**src/design/lsh_pkg.sv**
```systemverilog
// shared types and result codes for the link set-up handshake
package lsh_pkg;

	localparam logic [1:0] RES_NONE  = 2'd0;
	localparam logic [1:0] RES_FRAME = 2'd1;
	localparam logic [1:0] RES_UP    = 2'd2;
	localparam logic [1:0] RES_FAIL  = 2'd3;

	typedef struct packed {
		logic       valid;
		logic [1:0] res;
	} req_t;

endpackage

```
**src/design/link_setup_handshake.sv**
```systemverilog
// top level of the link set-up handshake
// Sender side of a SET/UA link set-up. An input beat is registered and, as it leaves that
// register, updates the phase, UA matcher, reply timer and try count, and hands its result to
// the output register. A start, or a timeout that resends, yields five transmit beats (flag,
// address, control, check, flag); a completed UA reply yields one "link up" beat and the last
// allowed timeout one "link failed" beat; all other beats yield nothing. Items that yield no
// result, or one arriving while the output is free, go at one per cycle; a beat that yields
// results waits in the input register until the previous result has fully left the output, so
// a frame occupies the output port for five accepted output beats. Configuration writes take
// effect at once and are meant for when the block is idle.
module link_setup_handshake (
	input  logic        clk,
	input  logic        arst_n,
	input  logic        cfg_we,
	input  logic        cfg_index,
	input  logic [15:0] cfg_data,
	input  logic        in_valid,
	output logic        in_ready,
	input  logic [1:0]  operation,
	input  logic [7:0]  rx_byte,
	output logic        out_valid,
	input  logic        out_ready,
	output logic [1:0]  kind,
	output logic [7:0]  tx_byte,
	output logic        last
);

	logic          valid_s1;
	logic [1:0]    op_s1;
	logic [7:0]    byte_s1;
	logic          advance;
	logic          tx_free;
	lsh_pkg::req_t req;

	// an item leaves the input register once the output can take its result
	assign advance  = valid_s1 && (!req.valid || tx_free);
	assign in_ready = !valid_s1 || advance;

	always_ff @(posedge clk or negedge arst_n) begin
		if (!arst_n) begin
			valid_s1 <= 1'b0;
		end else if (in_ready) begin
			valid_s1 <= in_valid;
		end
	end

	always_ff @(posedge clk) begin
		if (in_valid && in_ready) begin
			op_s1   <= operation;
			byte_s1 <= rx_byte;
		end
	end

	lsh_ctrl u_ctrl (
		.clk        (clk),
		.arst_n     (arst_n),
		.cfg_we     (cfg_we),
		.cfg_index  (cfg_index),
		.cfg_data   (cfg_data),
		.item_valid (valid_s1),
		.op         (op_s1),
		.rx_byte    (byte_s1),
		.fire       (advance),
		.req        (req)
	);

	lsh_tx u_tx (
		.clk       (clk),
		.arst_n    (arst_n),
		.req       (req),
		.load      (advance),
		.free      (tx_free),
		.out_valid (out_valid),
		.out_ready (out_ready),
		.kind      (kind),
		.tx_byte   (tx_byte),
		.last      (last)
	);

endmodule

```
**src/design/lsh_ctrl.sv**
```systemverilog
// handshake control: config registers, phase, ua matcher, timer and try count
module lsh_ctrl (
	input  logic               clk,
	input  logic               arst_n,
	input  logic               cfg_we,
	input  logic               cfg_index,
	input  logic [15:0]        cfg_data,
	input  logic               item_valid,
	input  logic [1:0]         op,
	input  logic [7:0]         rx_byte,
	input  logic               fire,
	output lsh_pkg::req_t      req
);

	localparam logic [1:0] OP_START = 2'd0;
	localparam logic [1:0] OP_BYTE  = 2'd1;
	localparam logic [1:0] OP_TICK  = 2'd2;

	localparam logic       REG_TIMEOUT = 1'b0;
	localparam logic       REG_TRIES   = 1'b1;

	localparam logic [1:0] PH_IDLE = 2'd0;
	localparam logic [1:0] PH_WAIT = 2'd1;
	localparam logic [1:0] PH_UP   = 2'd2;
	localparam logic [1:0] PH_FAIL = 2'd3;

	localparam logic [2:0] M_START = 3'd0;
	localparam logic [2:0] M_FLAG  = 3'd1;
	localparam logic [2:0] M_ADDR  = 3'd2;
	localparam logic [2:0] M_CTRL  = 3'd3;
	localparam logic [2:0] M_CHECK = 3'd4;
	localparam logic [2:0] M_STOP  = 3'd5;

	localparam logic [7:0] FRAME_FLAG = 8'h7e;
	localparam logic [7:0] ADDR_BYTE  = 8'h03;
	localparam logic [7:0] CTRL_UA    = 8'h07;
	localparam logic [7:0] UA_CHECK   = ADDR_BYTE ^ CTRL_UA;

	logic [15:0] timeout_q;
	logic [3:0]  max_tries_q;
	logic [1:0]  phase_q, phase_d;
	logic [2:0]  match_q, match_d;
	logic [15:0] timer_q, timer_d;
	logic [3:0]  tries_q, tries_d;
	logic [1:0]  res;
	logic        ua_done;
	logic [2:0]  match_nx;
	logic [16:0] timer_inc;
	logic [3:0]  tries_inc;

	// ua frame matcher, one byte per step
	always_comb begin
		match_nx = M_START;
		ua_done  = 1'b0;
		case (match_q)
			M_STOP: begin
				match_nx = M_STOP;
			end
			M_FLAG: begin
				if (rx_byte == ADDR_BYTE) match_nx = M_ADDR;
				else if (rx_byte == FRAME_FLAG) match_nx = M_FLAG;
			end
			M_ADDR: begin
				if (rx_byte == CTRL_UA) match_nx = M_CTRL;
				else if (rx_byte == FRAME_FLAG) match_nx = M_FLAG;
			end
			M_CTRL: begin
				if (rx_byte == UA_CHECK) match_nx = M_CHECK;
				else if (rx_byte == FRAME_FLAG) match_nx = M_FLAG;
			end
			M_CHECK: begin
				if (rx_byte == FRAME_FLAG) begin
					match_nx = M_STOP;
					ua_done  = 1'b1;
				end
			end
			default: begin
				if (rx_byte == FRAME_FLAG) match_nx = M_FLAG;
			end
		endcase
	end

	assign timer_inc = {1'b0, timer_q} + 17'd1;
	assign tries_inc = tries_q + 4'd1;

	always_comb begin
		phase_d = phase_q;
		match_d = match_q;
		timer_d = timer_q;
		tries_d = tries_q;
		res     = lsh_pkg::RES_NONE;
		case (op)
			OP_START: begin
				phase_d = PH_WAIT;
				match_d = M_START;
				timer_d = '0;
				tries_d = '0;
				res     = lsh_pkg::RES_FRAME;
			end
			OP_BYTE: begin
				if (phase_q == PH_WAIT) begin
					match_d = match_nx;
					if (ua_done) begin
						phase_d = PH_UP;
						timer_d = '0;
						tries_d = '0;
						res     = lsh_pkg::RES_UP;
					end
				end
			end
			OP_TICK: begin
				if (phase_q == PH_WAIT) begin
					if (timer_inc < {1'b0, timeout_q}) begin
						timer_d = timer_inc[15:0];
					end else begin
						timer_d = '0;
						tries_d = tries_inc;
						if (tries_inc >= max_tries_q) begin
							phase_d = PH_FAIL;
							res     = lsh_pkg::RES_FAIL;
						end else begin
							res = lsh_pkg::RES_FRAME;
						end
					end
				end
			end
			default: begin
			end
		endcase
	end

	assign req.valid = item_valid && (res != lsh_pkg::RES_NONE);
	assign req.res   = res;

	always_ff @(posedge clk or negedge arst_n) begin
		if (!arst_n) begin
			timeout_q   <= 16'd8;
			max_tries_q <= 4'd3;
		end else if (cfg_we) begin
			case (cfg_index)
				REG_TIMEOUT: timeout_q   <= cfg_data;
				REG_TRIES:   max_tries_q <= cfg_data[3:0];
				default: begin
				end
			endcase
		end
	end

	always_ff @(posedge clk or negedge arst_n) begin
		if (!arst_n) begin
			phase_q <= PH_IDLE;
			match_q <= M_START;
			timer_q <= '0;
			tries_q <= '0;
		end else if (fire) begin
			phase_q <= phase_d;
			match_q <= match_d;
			timer_q <= timer_d;
			tries_q <= tries_d;
		end
	end

endmodule

```
**src/design/lsh_tx.sv**
```systemverilog
// result register: plays out a frame beat by beat or a single status beat
module lsh_tx (
	input  logic          clk,
	input  logic          arst_n,
	input  lsh_pkg::req_t req,
	input  logic          load,
	output logic          free,
	output logic          out_valid,
	input  logic          out_ready,
	output logic [1:0]    kind,
	output logic [7:0]    tx_byte,
	output logic          last
);

	localparam logic [1:0] KIND_TX   = 2'd0;
	localparam logic [1:0] KIND_UP   = 2'd1;
	localparam logic [1:0] KIND_FAIL = 2'd2;

	localparam logic [7:0] FRAME_FLAG = 8'h7e;
	localparam logic [7:0] ADDR_BYTE  = 8'h03;
	localparam logic [7:0] CTRL_SET   = 8'h03;
	localparam logic [2:0] LAST_BEAT  = 3'd4;

	logic       busy_q;
	logic [2:0] cnt_q;
	logic [1:0] res_q;
	logic       done;
	logic       take;

	always_comb begin
		tx_byte = '0;
		kind    = KIND_TX;
		last    = 1'b1;
		case (res_q)
			lsh_pkg::RES_FRAME: begin
				kind = KIND_TX;
				last = (cnt_q == LAST_BEAT);
				case (cnt_q)
					3'd0:    tx_byte = FRAME_FLAG;
					3'd1:    tx_byte = ADDR_BYTE;
					3'd2:    tx_byte = CTRL_SET;
					3'd3:    tx_byte = ADDR_BYTE ^ CTRL_SET;
					default: tx_byte = FRAME_FLAG;
				endcase
			end
			lsh_pkg::RES_UP:   kind = KIND_UP;
			lsh_pkg::RES_FAIL: kind = KIND_FAIL;
			default:           kind = KIND_FAIL;
		endcase
	end

	assign out_valid = busy_q;
	assign done      = busy_q && out_ready && last;
	assign free      = !busy_q || done;
	assign take      = load && req.valid && free;

	always_ff @(posedge clk or negedge arst_n) begin
		if (!arst_n) begin
			busy_q <= 1'b0;
			cnt_q  <= '0;
			res_q  <= lsh_pkg::RES_NONE;
		end else if (take) begin
			busy_q <= 1'b1;
			cnt_q  <= '0;
			res_q  <= req.res;
		end else if (done) begin
			busy_q <= 1'b0;
		end else if (busy_q && out_ready) begin
			cnt_q <= cnt_q + 3'd1;
		end
	end

	a_cnt_range: assert property (@(posedge clk) disable iff (!arst_n)
		busy_q && res_q == lsh_pkg::RES_FRAME |-> cnt_q <= LAST_BEAT)
		else $error("frame beat count past end");

	a_take_starts: assert property (@(posedge clk) disable iff (!arst_n)
		take |=> busy_q && cnt_q == 3'd0)
		else $error("loaded result not presented from first beat");

	a_frame_holds: assert property (@(posedge clk) disable iff (!arst_n)
		busy_q && out_ready && !last |=> busy_q && res_q == $past(res_q))
		else $error("frame dropped before final beat");

	a_no_idle_nonframe: assert property (@(posedge clk) disable iff (!arst_n)
		busy_q |-> res_q != lsh_pkg::RES_NONE)
		else $error("empty result presented");

endmodule

```
**config.mk**
```make
export PLATFORM = sky130hd
export DESIGN_NAME = link_setup_handshake
export DESIGN_NICKNAME = d
export VERILOG_FILES = /design/src/design/lsh_pkg.sv /design/src/design/link_setup_handshake.sv /design/src/design/lsh_ctrl.sv /design/src/design/lsh_tx.sv
export SDC_FILE = /design/constraint.sdc
export NUM_CORES = 1
export LEC_CHECK = 0
export BUFFER_PORTS_ARGS = -buffer_cell sky130_fd_sc_hd__buf_2
export CAP_MARGIN = 20
export CORE_MARGIN = 2
export CORE_UTILIZATION = 50
export DETAILED_ROUTE_END_ITERATION = 8
export HOLD_SLACK_MARGIN = 0.1
export PLACE_DENSITY = 0.7
export SLEW_MARGIN = 20
export SYNTH_ARGS = -nofsm -noshare
export SYNTH_HDL_FRONTEND = slang
export SYNTH_HIERARCHICAL = 1
export SYNTH_SLANG_ARGS = --single-unit
export TNS_END_PERCENT = 30
```
**constraint.sdc**
```tcl
create_clock -name clk -period 9.7 [get_ports clk]
set_clock_uncertainty 0.2 [all_clocks]
set_input_delay 0.485 -clock clk [delete_from_list [all_inputs] [get_ports clk]]
set_output_delay 0.485 -clock clk [all_outputs]
set_load 0.01 [all_outputs]
```
==> results.toml, run 1 <==
[status]
status = "completed"

[detailed_routing]
via_per_inst = 5.50
ant_nets = 0
drt_iter0_markers = 150
met1_length_um = 3450
wl_met3_um = 328
vias = 2959
first_pass_iters = 5
top_layer_used = "met4"
wire_per_inst_um = 13.5
drc = 0
wl_met2_um = 3370
wl_um = 7260

[synth]
synth-edff-count = 10
synth_area_leaders = "dfrtp_1 (32%), ha_1 (11%), edfxtp_1 (7.9%)"
synth_cell_types = 67
synth_top_family_by_area = "compound AO/OA/AOI/OAI gates"
synthAdderAreaFrac_pct = 10.9
synthCells = 387
ys_async_sr_fraction_pct = 83.9
synth_nets = 452
synth-simple-area-share_pct = 17.1
yosys.area.top_type = "dfrtp_1"
yosys_register_bits = 62
synth_ff_type = "dfrtp_1"
yosysWarningCount = 6
muxShareOfSynthArea_pct = 2.64
synth_xor_area_share_pct = 3.70
synth.avg_cell_area_um2 = 9.80
synth_area_mm2 = 0.00379
synth_seq_area_share_pct = 42.3
synth_top_cell_area_share_pct = 32.3
synth-compound-area-share_pct = 17.2

[critical_path]
path_cells = "ha_1 -> nand3_2 -> or2_1 -> nor2_1 -> xor2_1 -> ha_1 -> and2_1 -> a221o_1 -> a31oi_1 -> and3_1 -> o21ai_0 -> and3b_1 -> a21boi_0 -> nor2b_1 -> o21ai_1 -> buf_4 -> nor2_1 -> mux2_2"
startpoint = "u_ctrl/timer_q[0]"
path_max_fanout = 18
end_kind = "flip-flop"
worstRegToRegCells = 18
cp_slowest_cell = "nor2_1"
crit_type = "reg -> reg"
worstReg2RegStart = "u_ctrl/timer_q[0]"
worstSetupStartpointType = "flip-flop"
r2r_slack_ns = 4.06
worstPathRequired_ns = 9.78
cp_data_arrival_time_ns = 5.73
critPathMaxStageDelay_ns = 0.60
r2r-end = "u_ctrl/timer_q[0]"
cp-endpoint = "u_ctrl/timer_q[0]"

[power_and_ir_drop]
p_clk_share_pct = 34.6
powerDensity_mw_per_mm2 = 160
power.internal_mw = 0.498
switching_power_mw = 0.198
power_leakage_nw = 2.06
vdd_drop_max_mv = 0.0809
total_power_mw = 0.696
p_sw_share_pct = 28.5
combPwrFrac_pct = 20.4
p_seq_share_pct = 45.0

[final_layout]
stdcell_area_mm2 = 0.00435
utilization_pct = 59.6
layout.nets = 499
area_growth_pct = 14.6
final_cell_mix = "dfrtp_1 (49), buf_2 (43), nand2_1 (39), o21ai_0 (35), inv_1 (34)"
n_antenna_cell = 0
drive_above_1_share_pct = 18.0
final_common_cell = "dfrtp_1"

[global_route]
grt_pass1_vias = 2877
grt_antenna_before_repair = 0
grt_max_degree = 53
overflow = 0
gr-usage-all-layers_pct = 19.2
grt_pass1_wl_um = 12800

[clocking]
clk_latency_ns = 0.35
cts-root-buf = "clkbuf_8"
cts.sinks = 62
htreeDepth = 3
clkTransAtPathRegs_ns = 0.06
cts_buffer_depth = 2
cts_tree = "yes"
cts-buffers-inserted = 9
cts_resized = 0
cts_setup_buffers = 0

[place]
dp_hpwl_um = 5120
place_congestion = 0.860
place_area_mm2 = 0.00405
io_buffers = 43

[min_path]
hp-class = "in -> reg"

[sta]
fmax_mhz = 177
hold_viol = 0
min_period_ns = 5.64
rsz0062_at_grt = "no"
final.setup.tns_ns = 0
slew_headroom_pct = 38.1
setup_viol = 0
maxSlewViolCount = 0
fin_crit_sh_pct = 58.2
worst_pin_slew_ns = 0.925

[floorplan]
row_count = 31
die_area_mm2 = 0.00830
pin_count = 45
dieWidth_um = 91.1
initial_core_util_pct = 52.0
core_area_mm2 = 0.00729
die_h_um = 91.1

[job]
maxCapViolations = 0
-- cell families after synthesis --
group,Yosys count
simple gates,122
compound gates,92
buf+inv,52
fa+ha+maj,33
flops,62
other cells,1
mux,9
xor+xnor,16
-- repair_timing --
item	in CTS	in global routing
hold buffers	6	3
endpoints found under the setup margin	0	0
hold endpoints to repair	54	3
-- synthesized netlist by cell type (all sizes together) (2+ instances only) --
cell and count:
dfrtp 49, nand2 39, o21ai 36, inv 34, ha 33, nor2 21, nand3 12, a22o 11
clkbuf 10, edfxtp 10, xor2 9, a21oi 8, buf 8, mux2 8, and2 7, nor2b 7
xnor2 7, nand4 6, a221o 5, nor3 5, a21boi 4, a31oi 4, and4 4, a31o 3
a32o 3, and3 3, dfstp 3, nand2b 3, nor3b 3, o21a 3, a211oi 2, and2b 2
nor4 2
-- critical path, delay by kind of cell (launching register included) --
| kind | cells | cell delay [ns] |
|---|---|---|
| simple gates | 8 | 2.51 |
| compound gates | 5 | 1.28 |
| mux | 1 | 0.28 |
| buf+inv | 1 | 0.20 |
| flops | 1 | 0.42 |
| fa+ha+maj | 2 | 0.50 |
| xor+xnor | 1 | 0.17 |
-- registers in the layout (all words and copies together) (netlist names) --
register / cells
u_tx/out_valid: 1
op_s1: 2
valid_s1: 1
u_tx/cnt_q: 3
byte_s1: 8
u_ctrl/timer_q: 16
u_ctrl/timeout_q: 16
u_ctrl/tries_q: 4
u_ctrl/phase_q: 2
u_ctrl/max_tries_q: 4
u_ctrl/match_q: 3
u_tx/res_q: 2
-- worst min-delay path by stage --
stage / startpoint / endpoint / depth (start not counted)
after global routing: rx_byte[3] / byte_s1[3] / 1
after detailed placement: u_ctrl/max_tries_q[3] / u_ctrl/max_tries_q[3] / 1
after floorplan: arst_n / u_ctrl/match_q[0] / 0
after CTS: rx_byte[4] / byte_s1[4] / 1
final: operation[1] / op_s1[1] / 1
after global placement: u_ctrl/phase_q[1] / u_ctrl/phase_q[1] / 1
-- power groups by stage --
| stage | Sequential (mW) | Clock [mW] | Combinational, mW |
|---|---|---|---|
| after detailed placement | 0.318 | 0 | 0.139 |
| after floorplan | 0.313 | 0 | 0.105 |
| final | 0.313 | 0.241 | 0.142 |
| after CTS | 0.313 | 0.248 | 0.142 |
| after global routing | 0.317 | 0.261 | 0.162 |
| after global placement | 0.317 | 0 | 0.135 |
-- per-stage QoR --
stage          setup slack [ns]  cells  hold WS, ns
2_1_floorplan              4.95    387      -0.0106
3_3_place_gp               4.31    513        0.293
3_5_place_dp               4.10    513        0.301
4_1_cts                    4.08    535        0.100
5_1_grt                    3.47    538        0.103
6_report                   4.06    538        0.121
-- cell type report --
| class | instances | area (um^2) |
|---|---|---|
| fill | 630 | 2950 |
| multi-input combinational | 273 | 1960 |
| sequential | 62 | 1610 |
| timing repair buffer | 54 | 320 |
| clock buffer | 13 | 170 |
| inverter | 34 | 128 |
| tap | 99 | 124 |
| clock inverter | 3 | 40.0 |
-- per-layer routing --
| layer | vias to the layer above | global-route usage, % |
|---|---|---|
| met5 | - | 0 |
| met4 | 0 | 8.21 |
| met3 | 10 | 4.98 |
| met2 | 75 | 30.2 |
| met1 | 1409 | 25.1 |
| li1 | 1465 | - |
(Power assumes the default switching activity.)
==> run 2, diff against run 1 <==
- PLACE_DENSITY: 0.7 -> 0.73
- clock period: 9.7 -> 4.65 ns (I/O delays scaled with it)
==> run 2 against run 1 <==
Final cell count grew 5.2%. Count of clock-buffer cells in the layout decreased by 1. Sequential cell count unchanged. Non-clock buffer count rose by 28. Die area is the same. Critical path depth shrank 1. Register-to-register slack worse by 3.8 ns. Largest power group unchanged. Design area rose by 6.6%. Via count increased by 2.8%. Combinational power up 130%. Clock power rose by 90%.
==> results.toml, run 2 (synthesis gave the netlist of run 1 again) <==
[detailed_routing]
wl_um = 7840
drt_iter0_markers = 149
wire_per_inst_um = 13.9
drc = 0
ant_nets = 0
vias = 3043
first_pass_iters = 6
via_per_inst = 5.38

[global_route]
overflow = 0
grt_antenna_before_repair = 0
grt_pass1_vias = 3087
grt_max_degree = 53
gr-usage-all-layers_pct = 20.0
grt_pass1_wl_um = 13600

[place]
dp_slack_ns = 0.111
io_buffers = 43
place_inst = 519
place_congestion = 0.859
dp_hpwl_um = 5330

[floorplan]
die_area_mm2 = 0.00830
row_count = 31
pin_count = 45
core_area_mm2 = 0.00729
initial_core_util_pct = 52.0
dieWidth_um = 91.1
die_h_um = 91.1

[sta]
hold_viol = 0
maxSlewViolCount = 0
worst_pin_slew_ns = 0.969
final.setup.tns_ns = 0
fmax_mhz = 227
setup_viol = 0
min_period_ns = 4.41
setup_ws_ns = 0.242
slew_headroom_pct = 35.1
fin_crit_sh_pct = 94.8

[job]
maxCapViolations = 0

[clocking]
clkTransAtPathRegs_ns = 0.08
cts-buffers-inserted = 9
cts_buffer_depth = 2
cts_tree = "yes"
htreeDepth = 3
clk_latency_ns = 0.34
cts.sinks = 62
cts-root-buf = "clkbuf_8"

[final_layout]
layout.nets = 527
final_common_cell = "dfrtp_1"
final_cell_mix = "dfrtp_1 (46), buf_2 (43), nand2_1 (39), o21ai_0 (35), inv_1 (34)"
layout.cells.non_filler = 566
fill_cells = 614
area_growth_pct = 22.2
n_antenna_cell = 0
drive_above_1_share_pct = 21.2
top_regs = "u_ctrl/timeout_q: 16 flops, u_ctrl/timer_q: 16 flops, byte_s1: 8 flops"

[min_path]
min_from = "cfg_we"
hp-class = "in -> reg"
hold_depth = 3
hold_path_end = "u_ctrl/max_tries_q[0]"

[power_and_ir_drop]
vdd_drop_max_mv = 0.169
total_power_mw = 1.43
powerDensity_mw_per_mm2 = 310
power_leakage_nw = 2.17

[critical_path]
cp_data_arrival_time_ns = 4.48
worstRegToRegCells = 17
crit_type = "reg -> reg"
worstReg2RegStart = "u_ctrl/timer_q[0]"
worstSetupStartpointType = "flip-flop"
path_max_fanout = 15
end_kind = "flip-flop"
worstPathRequired_ns = 4.72
r2r-end = "u_ctrl/tries_q[2]"
r2r_slack_ns = 0.24

[status]
status = "completed"
==> run 2: cell count changes in the layout (fill, tap and decap cells not counted), sizes merged <==
cell	before	now
clkinvlp	0	2
buf	45	53
clkbuf	13	12
dlygate4sd3	9	29
bufinv	1	0
==> run 2: critical path, stage by stage (launching register included) <==
cell and delay (ns):
dfrtp_1 0.45, nand4_1 0.17, buf_4 0.18, nor3_1 0.24, xnor2_1 0.21, ha_1 0.30
and2_1 0.19, a221o_1 0.33, a31oi_2 0.22, and3_4 0.23, o21ai_0 0.08, and3b_2 0.26
a21boi_2 0.16, nor2b_1 0.17, o21ai_1 0.14, buf_6 0.19, or4_1 0.49, nand3_1 0.09
==> run 2: where the power goes <==
part | switching, mW | internal (mW) | total (mW)
clock | 0.218 | 0.241 | 0.459
combinational | 0.170 | 0.152 | 0.322
sequential | 0.0445 | 0.610 | 0.654
total | 0.433 | 1.00 | 1.43
==> run 2: final cells by class <==
| class | instances | area, um^2 | share of cell area [%] |
|---|---|---|---|
| multi-input combinational | 273 | 2000 | 43.0 |
| sequential | 62 | 1610 | 34.7 |
| timing repair buffer | 82 | 584 | 12.6 |
| clock buffer | 12 | 166 | 3.59 |
| inverter | 34 | 128 | 2.75 |
| tap | 99 | 124 | 2.67 |
| clock inverter | 4 | 28.8 | 0.621 |
==> run 2: repair_timing <==
action,in CTS,in global routing
endpoints found under the setup margin,0,24
hold buffers,29,0
hold endpoints to repair,81,0
resized for setup,0,13
buffers inserted,0,2
==> run 2: worst max-delay path by stage <==
stage                 startpoint                 to  slack, ns
5_1_grt        u_ctrl/timer_q[2]  u_ctrl/tries_q[2]     -0.005
6_report       u_ctrl/timer_q[0]  u_ctrl/tries_q[2]       0.24
3_5_place_dp   u_ctrl/timer_q[0]  u_ctrl/tries_q[2]       0.11
4_1_cts        u_ctrl/timer_q[0]  u_ctrl/tries_q[2]       0.06
3_3_place_gp   u_ctrl/timer_q[0]  u_ctrl/tries_q[2]       0.26
2_1_floorplan  u_ctrl/timer_q[0]  u_ctrl/phase_q[0]      0.008
==> run 2: through the flow <==
step	hold slack [ns]	utilization [%]	area, um^2
after global placement	0.197	56.1	4090
after floorplan	-0.263	-	3790
after detailed placement	0.200	56.1	4090
after CTS	0.124	62.8	4580
after global routing	0.154	63.6	4640
final	0.132	63.6	4640
==> run 2: layer usage <==
layer | vias up | track usage (%) | part of all wire [%]
met3 | 8 | 4.23 | 3.3
met1 | 1464 | 26.8 | 47
li1 | 1518 | - | -
met5 | - | 0 | 0
met4 | 0 | 5.30 | 1.2
met2 | 53 | 33.1 | 49
